[src/design/erc_pkg.sv]
`default_nettype none

package erc_pkg;

  // Field widths of one input item and one result item.
  localparam int WIDTH_W = 16;
  localparam int DIST_W  = 11;
  localparam int CNT_W   = 4;

  // Default burst length.
  localparam int SAMPLES_DEF = 10;

  // Microseconds to centimetres: floor(w / 58) == (w * CM_RECIP) >> CM_SHIFT
  // for every 16-bit w, since 28 * 65535 < 2**28 / 58.
  localparam int RECIP_W  = 23;
  localparam int CM_SHIFT = 28;
  localparam logic [RECIP_W-1:0] CM_RECIP = 23'd4628198;
  localparam int PROD_W   = WIDTH_W + RECIP_W;

  // Two distances agree when they differ by at most this many centimetres.
  localparam logic [DIST_W-1:0] NEAR_CM = 11'd1;

  // Support counts saturate here.
  localparam logic [CNT_W-1:0] CNT_MAX = 4'd15;
  localparam logic [CNT_W-1:0] CNT_ONE = 4'd1;

  // One entry of the sample memory: distance and its support count.
  typedef struct packed {
    logic [DIST_W-1:0] range_cm;
    logic [CNT_W-1:0]  cnt;
  } erc_entry_t;

  // Sequencer states.
  typedef enum logic [1:0] {
    ST_IDLE,
    ST_SCAN,
    ST_STORE,
    ST_PICK
  } erc_state_t;

  // True when two distances lie within NEAR_CM of each other.
  function automatic logic is_near(input logic [DIST_W-1:0] a,
                                   input logic [DIST_W-1:0] b);
    logic [DIST_W-1:0] diff;
    diff = (a >= b) ? (a - b) : (b - a);
    return diff <= NEAR_CM;
  endfunction

  // Saturating increment of a support count.
  function automatic logic [CNT_W-1:0] cnt_inc(input logic [CNT_W-1:0] c,
                                               input logic inc);
    logic [CNT_W-1:0] res;
    res = c;
    if (inc && (c != CNT_MAX)) begin
      res = c + CNT_ONE;
    end
    return res;
  endfunction

endpackage

`default_nettype wire

[src/design/echo_range_consensus_filter.sv]
`default_nettype none

// Channel   Handshake              Ports
// -------   ---------------------  ----------------------------------------
// input     start && !busy         in_echo_width_us
// result    out_valid, one cycle   out_distance_cm, out_support_count
//
// The k-th item of a burst (k from 0) keeps busy high for one read-modify-write
// pass of the sample memory over the k earlier entries at one entry a cycle,
// then the write of the new entry. The last item of a burst adds a pass over
// the memory that picks the best entry; out_valid rises at the same edge at
// which busy falls.
// Reset (rst_n low at a clock edge) empties the burst; the memory is not
// cleared, as no entry is read before the burst writes it.
// The receiver cannot stall; a result is shown for one cycle only.

module echo_range_consensus_filter #(
  parameter int SAMPLES = erc_pkg::SAMPLES_DEF
) (
  input  wire logic                        clk,
  input  wire logic                        rst_n,
  input  wire logic                        start,
  output logic                             busy,
  input  wire logic [erc_pkg::WIDTH_W-1:0] in_echo_width_us,
  output logic                             out_valid,
  output logic      [erc_pkg::DIST_W-1:0]  out_distance_cm,
  output logic      [erc_pkg::CNT_W-1:0]   out_support_count
);

  localparam int AW    = $clog2(SAMPLES);
  localparam int IDX_W = $clog2(SAMPLES + 1);

  logic                       accept;
  logic [erc_pkg::DIST_W-1:0] dist_cm;
  logic                       mem_we;
  logic [AW-1:0]              mem_waddr;
  logic [AW-1:0]              mem_raddr;
  erc_pkg::erc_entry_t        mem_wdata;
  erc_pkg::erc_entry_t        mem_rdata;

  assign accept = start && !busy;

  // Pulse width to distance.
  erc_conv u_conv (
    .clk      (clk),
    .load     (accept),
    .width_us (in_echo_width_us),
    .dist_cm  (dist_cm)
  );

  // Distances of the burst and their support counts.
  erc_mem #(
    .DEPTH (SAMPLES),
    .AW    (AW)
  ) u_mem (
    .clk   (clk),
    .we    (mem_we),
    .waddr (mem_waddr),
    .wdata (mem_wdata),
    .raddr (mem_raddr),
    .rdata (mem_rdata)
  );

  // Sequencer for the count updates and the final pick.
  erc_ctrl #(
    .SAMPLES (SAMPLES),
    .AW      (AW),
    .IDX_W   (IDX_W)
  ) u_ctrl (
    .clk       (clk),
    .rst_n     (rst_n),
    .accept    (accept),
    .dist_cm   (dist_cm),
    .busy      (busy),
    .mem_we    (mem_we),
    .mem_waddr (mem_waddr),
    .mem_wdata (mem_wdata),
    .mem_raddr (mem_raddr),
    .mem_rdata (mem_rdata),
    .res_valid (out_valid),
    .res_dist  (out_distance_cm),
    .res_cnt   (out_support_count)
  );

endmodule

`default_nettype wire

[src/design/erc_conv.sv]
`default_nettype none

module erc_conv (
  input  wire logic                        clk,
  input  wire logic                        load,
  input  wire logic [erc_pkg::WIDTH_W-1:0] width_us,
  output logic      [erc_pkg::DIST_W-1:0]  dist_cm
);

  logic [erc_pkg::PROD_W-1:0] prod;
  logic [erc_pkg::DIST_W-1:0] dist_r;

  // Division by 58 as a multiplication by its scaled reciprocal.
  assign prod = erc_pkg::PROD_W'(width_us) * erc_pkg::PROD_W'(erc_pkg::CM_RECIP);

  // The distance is held for the whole time the item is processed.
  always_ff @(posedge clk) begin
    if (load) begin
      dist_r <= prod[erc_pkg::CM_SHIFT +: erc_pkg::DIST_W];
    end
  end

  assign dist_cm = dist_r;

endmodule

`default_nettype wire

[src/design/erc_mem.sv]
`default_nettype none

module erc_mem #(
  parameter int DEPTH = erc_pkg::SAMPLES_DEF,
  parameter int AW    = $clog2(DEPTH)
) (
  input  wire logic                clk,
  input  wire logic                we,
  input  wire logic [AW-1:0]       waddr,
  input  wire erc_pkg::erc_entry_t wdata,
  input  wire logic [AW-1:0]       raddr,
  output erc_pkg::erc_entry_t      rdata
);

  erc_pkg::erc_entry_t mem [DEPTH];
  erc_pkg::erc_entry_t rdata_r;

  // One write port and one registered read port.
  always_ff @(posedge clk) begin
    if (we) begin
      mem[waddr] <= wdata;
    end
    rdata_r <= mem[raddr];
  end

  assign rdata = rdata_r;

endmodule

`default_nettype wire

[src/design/erc_ctrl.sv]
`default_nettype none

module erc_ctrl #(
  parameter int SAMPLES = erc_pkg::SAMPLES_DEF,
  parameter int AW      = $clog2(SAMPLES),
  parameter int IDX_W   = $clog2(SAMPLES + 1)
) (
  input  wire logic                       clk,
  input  wire logic                       rst_n,
  input  wire logic                       accept,
  input  wire logic [erc_pkg::DIST_W-1:0] dist_cm,
  output logic                            busy,
  output logic                            mem_we,
  output logic      [AW-1:0]              mem_waddr,
  output erc_pkg::erc_entry_t             mem_wdata,
  output logic      [AW-1:0]              mem_raddr,
  input  wire erc_pkg::erc_entry_t        mem_rdata,
  output logic                            res_valid,
  output logic      [erc_pkg::DIST_W-1:0] res_dist,
  output logic      [erc_pkg::CNT_W-1:0]  res_cnt
);

  localparam logic [IDX_W-1:0] IDX_END  = IDX_W'(SAMPLES);
  localparam logic [AW-1:0]    LAST_POS = AW'(SAMPLES - 1);
  localparam logic [AW-1:0]    POS_ONE  = AW'(1);
  localparam logic [IDX_W-1:0] IDX_ONE  = IDX_W'(1);

  erc_pkg::erc_state_t state_r, state_nxt;

  logic [AW-1:0]              loaded_r, loaded_nxt;
  logic [IDX_W-1:0]           idx_r, idx_nxt;
  logic                       rd_pend_r, rd_pend_nxt;
  logic [AW-1:0]              rd_pos_r, rd_pos_nxt;
  logic [erc_pkg::CNT_W-1:0]  self_cnt_r, self_cnt_nxt;
  logic [erc_pkg::CNT_W-1:0]  best_cnt_r, best_cnt_nxt;
  logic [erc_pkg::DIST_W-1:0] best_dist_r, best_dist_nxt;
  logic                       out_valid_r, out_valid_nxt;

  logic [IDX_W-1:0] scan_end;
  logic             near_hit;
  logic             issue_rd;

  // The scan over earlier samples of the burst stops at the new sample.
  assign scan_end = IDX_W'(loaded_r);
  assign near_hit = erc_pkg::is_near(mem_rdata.range_cm, dist_cm);

  // Next state.
  always_comb begin
    state_nxt = state_r;
    unique case (state_r)
      erc_pkg::ST_IDLE: begin
        if (accept) begin
          state_nxt = erc_pkg::ST_SCAN;
        end
      end
      erc_pkg::ST_SCAN: begin
        if (idx_r == scan_end) begin
          state_nxt = erc_pkg::ST_STORE;
        end
      end
      erc_pkg::ST_STORE: begin
        if (loaded_r == LAST_POS) begin
          state_nxt = erc_pkg::ST_PICK;
        end else begin
          state_nxt = erc_pkg::ST_IDLE;
        end
      end
      erc_pkg::ST_PICK: begin
        if (idx_r == IDX_END) begin
          state_nxt = erc_pkg::ST_IDLE;
        end
      end
      default: state_nxt = erc_pkg::ST_IDLE;
    endcase
  end

  // Memory accesses and sequencing registers. A read of one entry is written
  // back in the next cycle while the next entry is read, so the two never
  // touch the same entry.
  always_comb begin
    issue_rd      = 1'b0;
    mem_we        = 1'b0;
    mem_waddr     = rd_pos_r;
    mem_wdata     = mem_rdata;
    loaded_nxt    = loaded_r;
    idx_nxt       = idx_r;
    self_cnt_nxt  = self_cnt_r;
    best_cnt_nxt  = best_cnt_r;
    best_dist_nxt = best_dist_r;
    out_valid_nxt = 1'b0;
    unique case (state_r)
      erc_pkg::ST_IDLE: begin
        idx_nxt      = '0;
        self_cnt_nxt = erc_pkg::CNT_ONE;
      end
      erc_pkg::ST_SCAN: begin
        issue_rd = (idx_r != scan_end);
        if (issue_rd) begin
          idx_nxt = idx_r + IDX_ONE;
        end
        // Each earlier sample near the new one gains a vote, and gives one.
        if (rd_pend_r) begin
          mem_we        = 1'b1;
          mem_wdata.cnt = erc_pkg::cnt_inc(mem_rdata.cnt, near_hit);
          self_cnt_nxt  = erc_pkg::cnt_inc(self_cnt_r, near_hit);
        end
      end
      erc_pkg::ST_STORE: begin
        mem_we             = 1'b1;
        mem_waddr          = loaded_r;
        mem_wdata.range_cm = dist_cm;
        mem_wdata.cnt      = self_cnt_r;
        idx_nxt            = '0;
        best_cnt_nxt       = '0;
        if (loaded_r != LAST_POS) begin
          loaded_nxt = loaded_r + POS_ONE;
        end
      end
      erc_pkg::ST_PICK: begin
        issue_rd = (idx_r != IDX_END);
        if (issue_rd) begin
          idx_nxt = idx_r + IDX_ONE;
        end
        // Strictly greater, so the earliest of equal counts is kept.
        if (rd_pend_r && (mem_rdata.cnt > best_cnt_r)) begin
          best_cnt_nxt  = mem_rdata.cnt;
          best_dist_nxt = mem_rdata.range_cm;
        end
        if (idx_r == IDX_END) begin
          out_valid_nxt = 1'b1;
          loaded_nxt    = '0;
        end
      end
      default: begin
        idx_nxt = '0;
      end
    endcase
    rd_pend_nxt = issue_rd;
    rd_pos_nxt  = idx_r[AW-1:0];
  end

  assign mem_raddr = idx_r[AW-1:0];
  assign busy      = (state_r != erc_pkg::ST_IDLE);
  assign res_valid = out_valid_r;
  assign res_dist  = best_dist_r;
  assign res_cnt   = best_cnt_r;

  // Control registers.
  always_ff @(posedge clk) begin
    if (!rst_n) begin
      state_r     <= erc_pkg::ST_IDLE;
      loaded_r    <= '0;
      idx_r       <= '0;
      rd_pend_r   <= 1'b0;
      out_valid_r <= 1'b0;
    end else begin
      state_r     <= state_nxt;
      loaded_r    <= loaded_nxt;
      idx_r       <= idx_nxt;
      rd_pend_r   <= rd_pend_nxt;
      out_valid_r <= out_valid_nxt;
    end
  end

  // Datapath registers.
  always_ff @(posedge clk) begin
    rd_pos_r    <= rd_pos_nxt;
    self_cnt_r  <= self_cnt_nxt;
    best_cnt_r  <= best_cnt_nxt;
    best_dist_r <= best_dist_nxt;
  end

endmodule

`default_nettype wire
[config.mk]
export PLATFORM = sky130hd
export DESIGN_NAME = echo_range_consensus_filter
export DESIGN_NICKNAME = d
export VERILOG_FILES = /design/src/design/erc_pkg.sv /design/src/design/echo_range_consensus_filter.sv /design/src/design/erc_conv.sv /design/src/design/erc_mem.sv /design/src/design/erc_ctrl.sv
export SDC_FILE = /design/constraint.sdc
export NUM_CORES = 1
export LEC_CHECK = 0
export BUFFER_PORTS_ARGS = -buffer_cell sky130_fd_sc_hd__clkbuf_2
export CORE_AREA = 2 2 179 181
export DETAILED_ROUTE_END_ITERATION = 12
export DIE_AREA = 0 0 181 183
export GPL_TIMING_DRIVEN = 0
export PLACE_DENSITY = 0.66
export SETUP_SLACK_MARGIN = 0.4
export SYNTH_ARGS = -nofsm -noshare
export SYNTH_HDL_FRONTEND = slang
export SYNTH_SLANG_ARGS = --single-unit
[constraint.sdc]
create_clock -name clk -period 6.6 [get_ports clk]
set_input_delay 1.32 -clock clk [delete_from_list [all_inputs] [get_ports clk]]
set_output_delay 1.32 -clock clk [all_outputs]
set_load 0.005 [all_outputs]
==> reports/results.ini <==
[status]
outcome=finished clean

[placed_design]
placed_area_um2=16240
numPortBuffers=35
dp_hpwl_um=26630
gp_congestion=0.8976
place_ws_ns=-0.6354

[final_layout]
final_cell_area_um2=17510
drive_gt1_frac=0.1578
area_growth_pct=14.06
layout.nets=1669
final_core_util=0.5606
antennaDiodeCount=0

[global_route]
grt_pass1_vias=10120
grt_max_degree=16
grt-ovfl-total=0
grtUsageTotal=0.2102
grt_first_pass_wirelength_um=54250
antenna_found_initial=0

[critical_path]
crit_family=adder cells
worst-path-stages=21
cp-end-kind=flip-flop
r2r_start=u_conv.dist_cm[0]
slowest_delay_ns=0.58
critical_path_class=in -> reg
crit_start=in_echo_width_us[6]
critPathRequiredTime_ns=6.82
r2r_cells=12
cp_max_fo=4
crit_buf_inv=7
cp_common_cell=fa_1
arrival_ns=6.38
setup.worst_path.end=u_conv.dist_cm[10]
crit_chain=buf_12, fa_2, buf_6, inv_2, fa_1, inv_1, fa_1, fa_1, fa_1, inv_1, fa_1, inv_2, ha_4, a211oi_2, o2111a_2, a311oi_2, buf_4, nor2_4, o21bai_4, o41ai_2, xnor2_1
r2r-end=u_mem.mem[9][0]
startpoint_type=input pin
crit_slowest_cell=fa_2
reg2reg_setup_slack_ns=2.56

[logic_synthesis]
synth_nets=1589
syn_avg_cell_area_um2=12.15
syn-instance-count=1263
ys_seq_area_frac=0.3926
yosys_register_bits=211
synthTopCellsByCount=inv_1 (237), ha_1 (188), edfxtp_1 (180)
ys_warn_count=0
yosysMostFrequentCell=inv_1
synth_area_um2=15350
ys_types=68
synth_ff_type=edfxtp_1
synthArstFlopShare=0
synth-edff-count=180
yosys.area.top_type=edfxtp_1
synth_top_area_share=0.3521
synth_area_leaders=edfxtp_1 (35%), fa_1 (16%), ha_1 (15%)

[clock_network]
htreeDepth=1
postCtsHoldBufs=0
clock_latency_ns=0.49
cts_tree=built
root_buffer=clkbuf_16
cts_max_path_buffers=3
cts_sinks=211
cts_made_buffers=21
cts.clk_slew.worst_paths_ns=0.06

[route]
firstDrtPassIters=5
drcViolationCount=0
routed_via_density=5.491
ant_nets=0
drt_iter0_drc=584
via_count=9654
post_drt_wl_per_cell_um=19.39
drt_wl_total_um=34080

[worst_hold_path]
min_path_type=reg -> reg

[sta]
setup_ws_ns=0.4446
fin_hold_ws_ns=0.3486
relSlewSlack=0.2548
min_period_ns=6.155
hold_violations=0
slew_viol_final=0
fmax_mhz=162.5
setup-violations-final=0
finalClockSkew_ns=0.01330
rsz0062_at_grt=true
tightest_slew_ns=1.106
fin_crit_sh=0.9326
finalSetupTns_ns=0

[pwr]
p_sw_frac=0.4278
comb_power_share=0.639
peakVddDrop_mv=0.3311
power.internal_w=0.005177
p_seq_frac=0.214
p_clk_frac=0.147
powerDensity_nw_per_um2=516.8
p_leak_nw=7.367
p_sw_w=0.003872

[floorplanning]
die_width_um=181
dieArea_um2=33120
die_y_um=183
start_util=0.4915
rows=65
core_um2=31230
ioPinCount=36

[job]
cap_violations=0

[registers in the layout (all words and copies together) (netlist names), 2 cells and up]
signal and flops:
u_mem.mem 150, u_mem.rdata 15, u_conv.dist_cm 11, u_ctrl.res_dist 11, u_ctrl.loaded_r 4, u_ctrl.mem_raddr 4, u_ctrl.rd_pos_r 4, u_ctrl.res_cnt 4
u_ctrl.self_cnt_r 4, u_ctrl.state_r 2
[worst reg2reg max path: cells and delay by family (launching register included)]
kind | cells | cell delay [ns]
AOI/OAI and AO/OA | 5 | 1.91
adders and majority gates | 2 | 0.59
buffers and inverters | 2 | 0.15
and+or+nand+nor | 3 | 0.65
DFF | 1 | 0.43
[how the worst min path moves through the flow]
stage,from,to,cells past startpoint
global route,u_ctrl.mem_raddr[3],u_ctrl.rd_pos_r[3],0
detailed placement,u_ctrl.mem_raddr[2],u_ctrl.rd_pos_r[2],0
finish,u_ctrl.mem_raddr[2],u_ctrl.rd_pos_r[2],0
floorplan,u_ctrl.mem_raddr[2],u_ctrl.rd_pos_r[2],0
global placement,u_ctrl.mem_raddr[3],u_ctrl.rd_pos_r[3],0
CTS,u_ctrl.mem_raddr[2],u_ctrl.rd_pos_r[2],0
[logic make-up (layout without fill, tap and decap cells)]
logic type               after synthesis  count (layout)  share of synthesized area
buffers and inverters                270             363                    0.06888
adder cells (fa/ha/maj)              307             307                     0.3084
XOR/XNOR                              26              26                    0.01484
AND/OR/NAND/NOR                      190             190                    0.06350
AO/OA/AOI/OAI                        205             205                    0.09187
flip-flops                           211             211                     0.3926
multiplexers                          54              54                    0.05991
[power groups by stage]
| stage | sequential [W] | clock [W] | combinational (W) |
|---|---|---|---|
| floorplan | 0.00190 | 0 | 0.00385 |
| global placement | 0.00196 | 0 | 0.00496 |
| detailed placement | 0.00196 | 0 | 0.00506 |
| CTS | 0.00193 | 0.00135 | 0.00545 |
| global route | 0.00195 | 0.00140 | 0.00652 |
| finish | 0.00194 | 0.00133 | 0.00578 |
[stage by stage]
stage          total power [W]  cells
2_1_floorplan         0.005747   1263
3_5_place_dp          0.007016   1710
5_1_grt               0.009866   1758
4_1_cts               0.008730   1752
6_report              0.009049   1758
3_3_place_gp          0.006915   1700
[metal layers]
metal | global-route usage | share of wire | up-vias
li1 | - | - | 4566
met3 | 0.01728 | 0.034 | 50
met2 | 0.3769 | 0.50 | 202
met4 | 0.05951 | 0.024 | 0
met1 | 0.2757 | 0.44 | 4836
met5 | 0 | 0 | -
[layout make-up]
cell class | count | area (µm²)
fillers | 2565 | 13720
plain buffers | 33 | 167.7
well taps | 402 | 503.0
multi-input cells | 782 | 8630
inverters | 237 | 889.6
clock inverters | 13 | 242.7
repair buffers | 57 | 516.7
clock buffers | 23 | 533.0
flip-flops and latches | 211 | 6026
[what timing repair did]
action	CTS	global route
hold endpoints to repair	0	0
resized for setup	51	36
setup buffers	6	6
endpoints found under the setup margin	10	8
pin swaps	14	38
[cells in the final DEF, fill, tap and decap left out, types with 14 or more instances in the layout]
cell	synthesis	layout
o21ai_0	40	36
clkbuf_16	0	21
edfxtp_1	180	180
a21o_1	16	16
xnor2_1	14	14
nor2b_1	24	24
ha_4	0	14
clkbuf_2	0	21
inv_1	237	231
ha_1	188	173
dfxtp_1	31	31
mux4_2	30	30
clkbuf_1	17	19
a211oi_1	25	24
nand2_1	41	40
buf_4	0	14
fa_1	119	109
mux2i_1	21	21
a21oi_1	54	49
nor2_1	45	34
No activity file was read; power rests on OpenSTA's default activity.
